## src/sv/gnpm_pkg.sv

```systemverilog
`timescale 1ns / 1ps
`default_nettype none
// ----------------------------------------------------------------------------
// gnpm_pkg
// Shared types and constants of the greedy nearest-point matcher.
// ----------------------------------------------------------------------------
package gnpm_pkg;

    localparam int MAX_REFS_DEF = 64;

    localparam int COORD_W     = 24;
    localparam int RADIUS_W    = 23;
    localparam int LIMIT_W     = 2 * RADIUS_W;
    localparam int KIND_W      = 2;
    localparam int REF_INDEX_W = 6;

    localparam logic [RADIUS_W-1:0] RADIUS_RST = RADIUS_W'(4096);

    // distance pipeline widths: |difference|, square, sum of three squares
    localparam int DIFF_W = COORD_W + 1;
    localparam int SQ_W   = 2 * DIFF_W;
    localparam int SUM_W  = SQ_W + 2;

    // cycles from the last point fed to the distance pipeline until its best is final
    localparam int DRAIN_CYC = 3;
    localparam int DRAIN_W   = 2;

    typedef enum logic [KIND_W-1:0] {
        KIND_LOAD  = 2'd0,
        KIND_QUERY = 2'd1,
        KIND_CLEAR = 2'd2
    } t_kind;

    typedef enum logic [1:0] {
        ST_IDLE,
        ST_SCAN,
        ST_DRAIN,
        ST_DECIDE
    } t_state;

    typedef logic [COORD_W-1:0] t_coord;

    // x in the lowest bits
    typedef struct packed {
        t_coord z;
        t_coord y;
        t_coord x;
    } t_point;

    typedef struct packed {
        logic   live;
        t_point pt;
    } t_ref_entry;

    typedef struct packed {
        logic shift;
        logic clear;
        logic load;
        logic claim;
    } t_cell_ctl;

    // matched in the lowest bit
    typedef struct packed {
        logic                   table_full;
        logic [REF_INDEX_W-1:0] ref_index;
        logic                   matched;
    } t_result;

endpackage
`default_nettype wire

```

## src/sv/gnpm_cell.sv

```systemverilog
`timescale 1ns / 1ps
`default_nettype none
// ----------------------------------------------------------------------------
// gnpm_cell
// One slot of the reference ring: a stored point and its unclaimed flag.
// ----------------------------------------------------------------------------
module gnpm_cell (
    input  wire                   i_clk,
    input  wire                   i_rst_n,
    input  gnpm_pkg::t_cell_ctl   i_ctl,
    input  gnpm_pkg::t_ref_entry  i_next,
    input  gnpm_pkg::t_point      i_load_pt,
    output gnpm_pkg::t_ref_entry  o_entry
);

    logic             r_live;
    gnpm_pkg::t_point r_pt;

    always_ff @(posedge i_clk) begin
        if (!i_rst_n) begin
            r_live <= 1'b0;
        end else begin
            priority if (i_ctl.clear) begin
                r_live <= 1'b0;
            end else if (i_ctl.shift) begin
                r_live <= i_next.live;
            end else if (i_ctl.load) begin
                r_live <= 1'b1;
            end else if (i_ctl.claim) begin
                r_live <= 1'b0;
            end
        end
    end

    always_ff @(posedge i_clk) begin
        if (i_ctl.shift) begin
            r_pt <= i_next.pt;
        end else if (i_ctl.load) begin
            r_pt <= i_load_pt;
        end
    end

    assign o_entry.live = r_live;
    assign o_entry.pt   = r_pt;

endmodule
`default_nettype wire

```

## config.mk

```make
export PLATFORM = sky130hd
export DESIGN_NAME = gnpm_cell
export DESIGN_NICKNAME = d
export VERILOG_FILES = /design/src/sv/gnpm_pkg.sv /design/src/sv/gnpm_cell.sv
export SDC_FILE = /design/constraint.sdc
export NUM_CORES = 1
export LEC_CHECK = 0
export ABC_CLOCK_PERIOD_IN_PS = 3500
export BUFFER_PORTS_ARGS = -buffer_cell sky130_fd_sc_hd__buf_2
export CELL_PAD_IN_SITES_DETAIL_PLACEMENT = 1
export CELL_PAD_IN_SITES_GLOBAL_PLACEMENT = 2
export CORE_MARGIN = 5
export CORE_UTILIZATION = 27
export DETAILED_ROUTE_END_ITERATION = 10
export MAX_ROUTING_LAYER = met4
export PLACE_DENSITY_LB_ADDON = 0.1
export SLEW_MARGIN = 20
export SYNTH_ARGS = -nofsm -noshare
export SYNTH_HDL_FRONTEND = slang
export SYNTH_SLANG_ARGS = --single-unit
export TNS_END_PERCENT = 30
```

## constraint.sdc

```tcl
create_clock -name i_clk -period 3.5 [get_ports i_clk]
set_input_delay 0.7 -clock i_clk [delete_from_list [all_inputs] [get_ports i_clk]]
set_output_delay 0.7 -clock i_clk [all_outputs]
set_load 0.02 [all_outputs]
```

==> results.txt <==
* FP Rows: 41
- First-pass GRT wire length: roughly 14 mm
- Clock buffers created by TritonCTS: 9
* Internal Power: 1760 uW
- Final Hold Viols: 0
* Post-synthesis sequential area ratio: a little over three fifths
* Number of clock sinks seen by CTS: 73
- Critical path peak fanout: 48
- The largest single stage delay on the critical path is approximately 0.64 ns.
- Across the VDD grid, the largest voltage drop is between 0.15 and 0.2 mV.
* Type of the most critical hold path: in -> reg
- # nets final: 539
- For this run, the number of Yosys warnings is 0.
- Synth-to-Final Area Change: 42.2%
- Ports placed on the boundary: ~220
- The cell family contributing the most delay on the critical path is buffers and inverters.
- Die Footprint: 15100 um2
- Leak pwr: 0.00236 uW
* Result of the run: complete, no violations
* Clock power frac: roughly a third
* Slew at the pin with the worst max-slew slack: approximately 0.68 ns
- Traced cell by cell, the critical path runs through buf_4, or2_4, buf_4.
- Of the total power, combinational logic draws ~20%.
* Setup repair after global routing missed its margin: false
* Wire length per cell after detailed routing: 17.1 um
* Final Skew: 0 ns
* PortBufs: 223
* # Post-CTS Setup Buffers: 0
- Total number of vias: 2260
- Detailed-route vias per instance: 4.01
* CTS tree: done
- Counting flops and latches in the post-synthesis netlist gives between 70 and 80.
* Maximum number of pins on one net before global-route repair: slightly below 50
* Sequential share of power: 46.7%
- Setup TNS Final: 0 ns
- The first routing iteration left 82 violations.
- The initial utilization of the core area, before any placement, comes to a little over a quarter.
* Htree depth: 3
* Crit Path Category: in -> reg
- From left edge to right edge, the die measures about 120 um.
* Height of the die: ~120 um
* Power density normalized to cell area: approximately 480 nW/um2
- The analysis attributes to net switching a power of 581 uW.
- When the netlist entered floorplanning its net count stood at between 300 and 400.
- Sum of routed wire length over all layers: a little under 10 mm
* Post-synth design cell area: between 3000 and 4000 um2
- Data on the critical path is required at its endpoint by 3.51 ns.
- STA classifies the critical path startpoint as a primary input.
- Syn Area/Cell: between 20 and 25 um2
* Hold Buf Count CTS: 0
* Critical path's most frequent cell: sky130_fd_sc_hd__buf_4
* Worst reg-to-reg setup slack: between 2 and 3 ns
- Fraction of layout instances using a drive strength above 1: 79.3%
- Fmax: between 0.4 and 0.5 GHz
- The total overflow left after global routing is 0.
- Global routing used between 10% and 20% of the available tracks.
- Clk Tree Root Cell: sky130_fd_sc_hd__clkbuf_16
* Count of final max-slew check failures: 0
- The critical path contains buffers and inverters numbering 2 combined.
- Subtracting the final worst setup slack from the clock period gives 2.06 ns.
* DRC Markers: 0
- Setup slack at placement: ~1.0 ns
- Share of the cycle needed by the critical path after routing: slightly below 60%
* Slowest-stage cell, CP: sky130_fd_sc_hd__or2_4
- In the synthesized netlist, the number of instances is about 160.
* Max transition margin: roughly 55%
* Data arrival time of the worst path: between 2 and 2.5 ns
* Core Area: between 10000 and 15000 um2
* Vias in the first global route: about 2500
* CTS clk-pin slew, worst paths: around 0.050 ns
- After clock tree synthesis, the repair step resized 0 gates.
- Worst-Skew Late Latency: 0.32 ns
- Switching fraction of total power: between 20% and 30%
* Setup-violating endpoint count in the final report: 0
- Fill cells in the final layout number around 1400.
- The number of antenna violations at the first check in global routing was 1.
- Max cap viols: 0
- The first detailed-routing pass took 3 iterations.
* Number of buffers between clock root and the deepest sink: 2
- Element type at the critical path end: flop
* Count of nets left with antenna violations after detail routing: 0
- At the end of routability-driven placement, the weighted congestion stood at just under 0.7.
* Final worst slack: ~1.4 ns
* Count of unique library cells instantiated by Yosys: 12
power by group through the flow:
| stage | Clock [uW] | Combinational, uW | Sequential [uW] |
|---|---|---|---|
| after global placement | 0 | 473 | 1110 |
| after global routing | 844 | 499 | 1100 |
| after detailed placement | 0 | 475 | 1110 |
| after floorplan | 0 | 157 | 1240 |
| final | 784 | 466 | 1090 |
| after CTS | 811 | 477 | 1100 |
worst paths after layout:
kind	from	end	cells past startpoint
max	i_ctl[3]	o_entry[64]	3
min	i_ctl[2]	r_live	3
min reg2reg	r_live	r_live	2
max reg2reg	r_live	r_live	2
placed cells by master (no fill, tap or decap):
cell type                     n
sky130_fd_sc_hd__buf_2      222
sky130_fd_sc_hd__edfxtp_1    72
sky130_fd_sc_hd__mux2_4      70
sky130_fd_sc_hd__clkbuf_16    9
sky130_fd_sc_hd__buf_4        5
sky130_fd_sc_hd__clkbuf_1     4
sky130_fd_sc_hd__mux2_2       2
sky130_fd_sc_hd__diode_2      1
sky130_fd_sc_hd__or2_4        1
sky130_fd_sc_hd__nor2b_1      1
sky130_fd_sc_hd__nand2b_1     1
sky130_fd_sc_hd__inv_1        1
sky130_fd_sc_hd__o2111a_1     1
sky130_fd_sc_hd__clkinv_2     1
sky130_fd_sc_hd__dfxtp_1      1
Yosys cell counts, drive strengths merged:
| library cell | count | area [um2] |
|---|---|---|
| mux2 | 72 | 1070 |
| inv | 1 | 3.75 |
| edfxtp | 72 | 2160 |
| nand2b | 1 | 6.26 |
| or2 | 1 | 6.26 |
| dfxtp | 1 | 20.0 |
| nor2b | 1 | 6.26 |
| o2111a | 1 | 11.3 |
| buf | 9 | 159 |
worst register-to-register path, cell delays in order (launching register included):
cell and delay [ns]:
sky130_fd_sc_hd__dfxtp_1 0.30, sky130_fd_sc_hd__nor2b_1 0.12, sky130_fd_sc_hd__o2111a_1 0.22
kinds of logic after synthesis:
group                  Yosys count  share of synthesized area, %
AND/OR/NAND/NOR                  3                         0.545
multiplexers                    72                          31.1
AO/OA/AOI/OAI                    1                         0.327
buffers and inverters           10                          4.72
flip-flops                      73                          63.3
flip-flops by register name, indices dropped and copies added, names as in the netlist:
| register | count |
|---|---|
| o_entry | 72 |
| r_live | 1 |
metal layers:
metal	wire length [um]	vias to the layer above	global-route usage [%]	part of all wire [%]
met5	0	-	-	0
met4	134	0	4.78	1.4
met3	872	10	4.12	9.0
met2	4910	116	21.5	51
met1	3720	1057	13.9	39
li1	-	1077	-	-
area by class of cell:
class / count / area, um2 / area share [%]
inverters: 1 / 3.75 / 0.0766
well taps: 172 / 215 / 4.39
clock inverters: 1 / 5.00 / 0.102
diodes: 1 / 2.50 / 0.0510
flip-flops and latches: 73 / 2180 / 44.5
clock buffers: 13 / 240 / 4.90
multi-input cells: 76 / 1110 / 22.6
repair buffers: 227 / 1150 / 23.4
per-stage QoR:
stage	hold slack [ns]	std cells	power, uW	util, %	cell area, um2
after floorplan	0.605	159	1400	-	3450
final	0.628	564	2340	39.0	4900
after CTS	0.616	563	2390	39.0	4900
after global placement	0.624	549	1580	37.0	4660
after global routing	0.634	564	2450	39.0	4900
after detailed placement	0.636	549	1590	37.0	4660
No activity file was read; power rests on OpenSTA's default activity.
