`config.mk`:
```
export PLATFORM = sky130hd
export DESIGN_NAME = gnpm_dist
export DESIGN_NICKNAME = d
export VERILOG_FILES = /design/src/sv/gnpm_pkg.sv /design/src/sv/gnpm_dist.sv
export SDC_FILE = /design/constraint.sdc
export NUM_CORES = 2
export LEC_CHECK = 0
export BUFFER_PORTS_ARGS = -buffer_cell sky130_fd_sc_hd__clkbuf_2
export CELL_PAD_IN_SITES_DETAIL_PLACEMENT = 1
export CELL_PAD_IN_SITES_GLOBAL_PLACEMENT = 2
export CORE_MARGIN = 3
export CORE_UTILIZATION = 41
export CTS_CLUSTER_SIZE = 40
export DETAILED_ROUTE_END_ITERATION = 10
export GPL_TIMING_DRIVEN = 0
export PLACE_DENSITY = 0.91
export SLEW_MARGIN = 25
export SYNTH_ARGS = -nofsm -noshare
export SYNTH_HDL_FRONTEND = slang
export SYNTH_SLANG_ARGS = --single-unit
```
`constraint.sdc`:
```
create_clock -name i_clk -period 11.1 [get_ports i_clk]
set_input_delay 1.11 -clock i_clk [delete_from_list [all_inputs] [get_ports i_clk]]
set_output_delay 1.11 -clock i_clk [all_outputs]
set_load 0.05 [all_outputs]
```
`src/sv/gnpm_pkg.sv`:
```
`timescale 1ns / 1ps
`default_nettype none
// ----------------------------------------------------------------------------
// gnpm_pkg
// Shared types and constants of the greedy nearest-point matcher.
// ----------------------------------------------------------------------------
package gnpm_pkg;

    localparam int MAX_REFS_DEF = 64;

    localparam int COORD_W     = 24;
    localparam int RADIUS_W    = 23;
    localparam int LIMIT_W     = 2 * RADIUS_W;
    localparam int KIND_W      = 2;
    localparam int REF_INDEX_W = 6;

    localparam logic [RADIUS_W-1:0] RADIUS_RST = RADIUS_W'(4096);

    // distance pipeline widths: |difference|, square, sum of three squares
    localparam int DIFF_W = COORD_W + 1;
    localparam int SQ_W   = 2 * DIFF_W;
    localparam int SUM_W  = SQ_W + 2;

    // cycles from the last point fed to the distance pipeline until its best is final
    localparam int DRAIN_CYC = 3;
    localparam int DRAIN_W   = 2;

    typedef enum logic [KIND_W-1:0] {
        KIND_LOAD  = 2'd0,
        KIND_QUERY = 2'd1,
        KIND_CLEAR = 2'd2
    } t_kind;

    typedef enum logic [1:0] {
        ST_IDLE,
        ST_SCAN,
        ST_DRAIN,
        ST_DECIDE
    } t_state;

    typedef logic [COORD_W-1:0] t_coord;

    // x in the lowest bits
    typedef struct packed {
        t_coord z;
        t_coord y;
        t_coord x;
    } t_point;

    typedef struct packed {
        logic   live;
        t_point pt;
    } t_ref_entry;

    typedef struct packed {
        logic shift;
        logic clear;
        logic load;
        logic claim;
    } t_cell_ctl;

    // matched in the lowest bit
    typedef struct packed {
        logic                   table_full;
        logic [REF_INDEX_W-1:0] ref_index;
        logic                   matched;
    } t_result;

endpackage
`default_nettype wire

```
`src/sv/gnpm_dist.sv`:
```
`timescale 1ns / 1ps
`default_nettype none
// ----------------------------------------------------------------------------
// gnpm_dist
// Squared-distance pipeline at the head of the ring with running minimum.
// ----------------------------------------------------------------------------
module gnpm_dist #(
    parameter int IDX_W = 6
) (
    input  wire                           i_clk,
    input  wire                           i_rst_n,
    input  wire                           i_start,
    input  wire                           i_valid,
    input  wire  [IDX_W-1:0]              i_idx,
    input  gnpm_pkg::t_point              i_ref,
    input  gnpm_pkg::t_point              i_query,
    output logic                          o_found,
    output logic [gnpm_pkg::SUM_W-1:0]    o_best,
    output logic [IDX_W-1:0]              o_best_idx
);

    localparam int DW = gnpm_pkg::DIFF_W;
    localparam int QW = gnpm_pkg::SQ_W;
    localparam int SW = gnpm_pkg::SUM_W;

    logic [DW-1:0] w_dx, w_dy, w_dz;
    logic [DW-1:0] r_mx, r_my, r_mz;
    logic [QW-1:0] r_sx, r_sy, r_sz;
    logic [SW-1:0] r_sum;
    logic          r_v1, r_v2, r_v3;
    logic [IDX_W-1:0] r_i1, r_i2, r_i3;
    logic          r_found;
    logic [SW-1:0] r_best;
    logic [IDX_W-1:0] r_best_idx;

    function automatic logic [DW-1:0] abs_diff(input gnpm_pkg::t_coord a,
                                               input gnpm_pkg::t_coord b);
        logic [DW-1:0] d;
        d = {a[gnpm_pkg::COORD_W-1], a} - {b[gnpm_pkg::COORD_W-1], b};
        return d[DW-1] ? (~d + 1'b1) : d;
    endfunction

    assign w_dx = abs_diff(i_query.x, i_ref.x);
    assign w_dy = abs_diff(i_query.y, i_ref.y);
    assign w_dz = abs_diff(i_query.z, i_ref.z);

    always_ff @(posedge i_clk) begin
        if (!i_rst_n) begin
            r_v1 <= 1'b0;
            r_v2 <= 1'b0;
            r_v3 <= 1'b0;
        end else begin
            r_v1 <= i_valid;
            r_v2 <= r_v1;
            r_v3 <= r_v2;
        end
    end

    always_ff @(posedge i_clk) begin
        r_mx  <= w_dx;
        r_my  <= w_dy;
        r_mz  <= w_dz;
        r_i1  <= i_idx;
        r_sx  <= r_mx * r_mx;
        r_sy  <= r_my * r_my;
        r_sz  <= r_mz * r_mz;
        r_i2  <= r_i1;
        r_sum <= SW'(r_sx) + SW'(r_sy) + SW'(r_sz);
        r_i3  <= r_i2;
    end

    // strict compare keeps the lowest index on ties, points arrive in index order
    always_ff @(posedge i_clk) begin
        if (!i_rst_n) begin
            r_found <= 1'b0;
        end else if (i_start) begin
            r_found <= 1'b0;
        end else if (r_v3 && (!r_found || r_sum < r_best)) begin
            r_found <= 1'b1;
        end
    end

    always_ff @(posedge i_clk) begin
        if (!i_start && r_v3 && (!r_found || r_sum < r_best)) begin
            r_best     <= r_sum;
            r_best_idx <= r_i3;
        end
    end

    assign o_found    = r_found;
    assign o_best     = r_best;
    assign o_best_idx = r_best_idx;

endmodule
`default_nettype wire

```
==> results.yml <==
status:
  status: "finished clean"
routing:
  num_vias: 54000
  wl_mm: 220
  first_pass_iters: 5
  avgRoutedWirePerCell_um: 21.1
  drtIter0Drc: 2910
  drc: 0
  via_per_inst: 5.18
  ant_nets: 0
sta:
  worstMarginPinSlew_ns: 1.11
  fmax_ghz: 0.101
  finalSetupTns_ns: 0
  fin_ws_ns: 1.21
  drv_slew: 0
  rsz0062_at_grt: "no"
  finalHoldViolations: 0
  relSlewSlack: 0.262
  finalCritPeriodShare: 0.891
  setup_viol: 0
  finClkSkew_ns: 0.0423
  finalCriticalPeriod_ns: 9.89
floorplanning:
  core_sq_um: 173000
  die_w_um: 425
  rows: 152
  die_h_um: 425
  initial_core_util: 0.416
  io-pin-count: 213
  die_area_sq_um: 180000
logic_synthesis:
  synth-xor-area-share: 0.0388
  async_flop_share: 0
  synth_common_cells: "inv_1 (2176), fa_1 (1451), ha_1 (735)"
  yosysSeqAreaShare: 0.107
  yosysTopAreaCell: "fa_1"
  synth.distinct_cells: 90
  yosys_most_used_dff: "dfxtp_1"
  syn_avg_cell_area_sq_um: 9.19
  synth_top_area_frac: 0.404
  synthAdderAreaFrac: 0.532
  postSynthCellCount: 7815
  synthSimpleGateAreaFrac: 0.111
  synth.most_common_cell: "inv_1"
  synth_edf_count: 58
  ys_top_cells_by_area: "fa_1 (40%), ha_1 (13%), inv_1 (11%)"
  muxShareOfSynthArea: 0.00263
  yosysWarnings: 0
  netlist_area_sq_um: 71800
  synth_top_family_by_area: "adder cells"
  synth-compound-area-share: 0.0829
  ys_ff_latch: 354
placed_design:
  place_hpwl_mm: 189
  placed_cell_area_sq_um: 75800
  finalWeightedCongestion: 0.968
  portBuffers: 212
  place_ws_ns: 1.15
global_routing:
  grt-ovfl-total: 0
  grt_pass1_wl_mm: 345
  grt_pass1_vias: 61300
  grt_max_degree: 43
  antenna_found_initial: 14
  track_usage: 0.247
cells_and_area:
  fin_area_sq_um: 77400
  finalNetCount: 10400
  num-fill-cells: 20200
  seq_area_sq_um: 7670
  area.growth.synth_to_final_pct: 7.82
  multiInputGateArea_sq_um: 55200
  final_layout_size_suffix_gt1_frac: 0.0429
clock_network:
  clkTransAtPathRegs_ns: 0.06
  hold_buffers: 0
  clock_path_buffers: 3
  cts_inserted_buffers: 45
  cts_setup_buffers: 0
  cts_root_buf: "clkbuf_16"
  clock-sinks: 354
  clock_latency_ns: 0.66
  ctsHtreeMaxLevel: 2
  post_cts_resized: 0
  cts_tree: "done"
setup_path:
  path_max_fanout: 10
  worstPathRequired_ns: 11.58
  rrSetupSlack_ns: 1.21
  critPathLaunchType: "register"
  endpoint_kind: "register"
  path_class: "register to register"
  cp.arrival_ns: 10.37
min_path:
  hold_class: "register to register"
job:
  cap_violations: 0
## through the flow
stage,hold slack [ns],util,instances
after floorplan,0.310,-,7817
after CTS,0.329,0.448,10400
after global placement,0.312,0.438,10300
after global routing,0.335,0.448,10400
after detailed placement,0.315,0.439,10300
final,0.326,0.448,10400
## path summary, 6_finish.rpt
kind,from,end,cells after the start
worst max-delay path,r_my[2],r_sy[49],27
worst min-delay path,r_i1[2],r_i2[2],0
worst max register to register,r_my[2],r_sy[49],27
worst min register to register,r_i1[2],r_i2[2],0
## metal layers
| layer | vias up | GRT usage | wire length [um] |
|---|---|---|---|
| li1 | 24100 | - | - |
| met1 | 28000 | 0.321 | 91500 |
| met2 | 1456 | 0.415 | 104000 |
| met3 | 414 | 0.0351 | 13100 |
| met4 | 2 | 0.100 | 10700 |
| met5 | - | 0 | 6 |
## registers in the layout, summed over array words and instances, names as in the netlist, 6 cells and up
name and flops:
o_best_idx 6, r_i2 6, r_i1 6, r_sx 49, r_mz 25, r_sz 49, r_i3 6, o_best 52
r_my 25, r_sum 52, r_sy 49, r_mx 25
## worst max-delay path: stages (launching register included)
cell      delay, ns
dfxtp_1        0.54
clkbuf_1       0.67
clkbuf_1       0.65
nand2_1        0.25
fa_1           0.56
inv_1          0.06
fa_1           0.53
inv_1          0.06
fa_1           0.55
fa_1           0.52
inv_1          0.05
fa_1           0.48
fa_1           0.49
inv_1          0.05
fa_1           0.54
inv_1          0.08
ha_1           0.26
clkbuf_1       0.18
a21o_1         0.24
a31oi_1        0.39
nand3_1        0.16
a31oi_1        0.39
o31a_1         0.31
nor3b_1        0.14
o211ai_1       0.46
o21ai_1        0.21
and2_1         0.23
o311ai_1       0.67
## layout by cell type, fill, tap and decap left out, types with 12 or more instances in the layout
| cell | instances |
|---|---|
| o21ai_0 | 140 |
| xor2_1 | 123 |
| ha_1 | 735 |
| o211ai_1 | 26 |
| o21ai_1 | 13 |
| a211oi_1 | 44 |
| o31ai_1 | 13 |
| a21oi_1 | 258 |
| nor3_1 | 54 |
| nand3_1 | 68 |
| xnor2_1 | 195 |
| clkbuf_16 | 48 |
| clkbuf_2 | 212 |
| nand2b_1 | 35 |
| clkbuf_1 | 220 |
| fa_1 | 1451 |
| edfxtp_1 | 58 |
| or3_1 | 12 |
| a31oi_1 | 39 |
| inv_1 | 2176 |
| and2_1 | 375 |
| a21o_1 | 167 |
| nor2b_1 | 51 |
| or2_2 | 18 |
| nor2_1 | 263 |
| dfxtp_1 | 296 |
| a211o_1 | 14 |
| and3_1 | 32 |
| nand2_1 | 629 |
| nand4_1 | 34 |
| o21a_1 | 37 |
| o21bai_1 | 31 |
## cell families after synthesis
group,Yosys count
compound gates,906
xor+xnor,318
fa+ha+maj,2186
buf+inv,2393
flops,354
mux,18
other cells,1
simple gates,1639
## cell type report
type,instances,share of cell area
flip-flops and latches,354,0.0990
well taps,2310,0.0373
multi-input cells,5070,0.713
clock inverters,22,0.00357
repair buffers,213,0.0141
plain buffers,217,0.0105
diodes,3,0.0000969
inverters,2176,0.105
clock buffers,62,0.0170
Power is left out: the tool's default activity adds up to more than one toggle a clock period on the data nets, which glitch-free logic cannot reach.
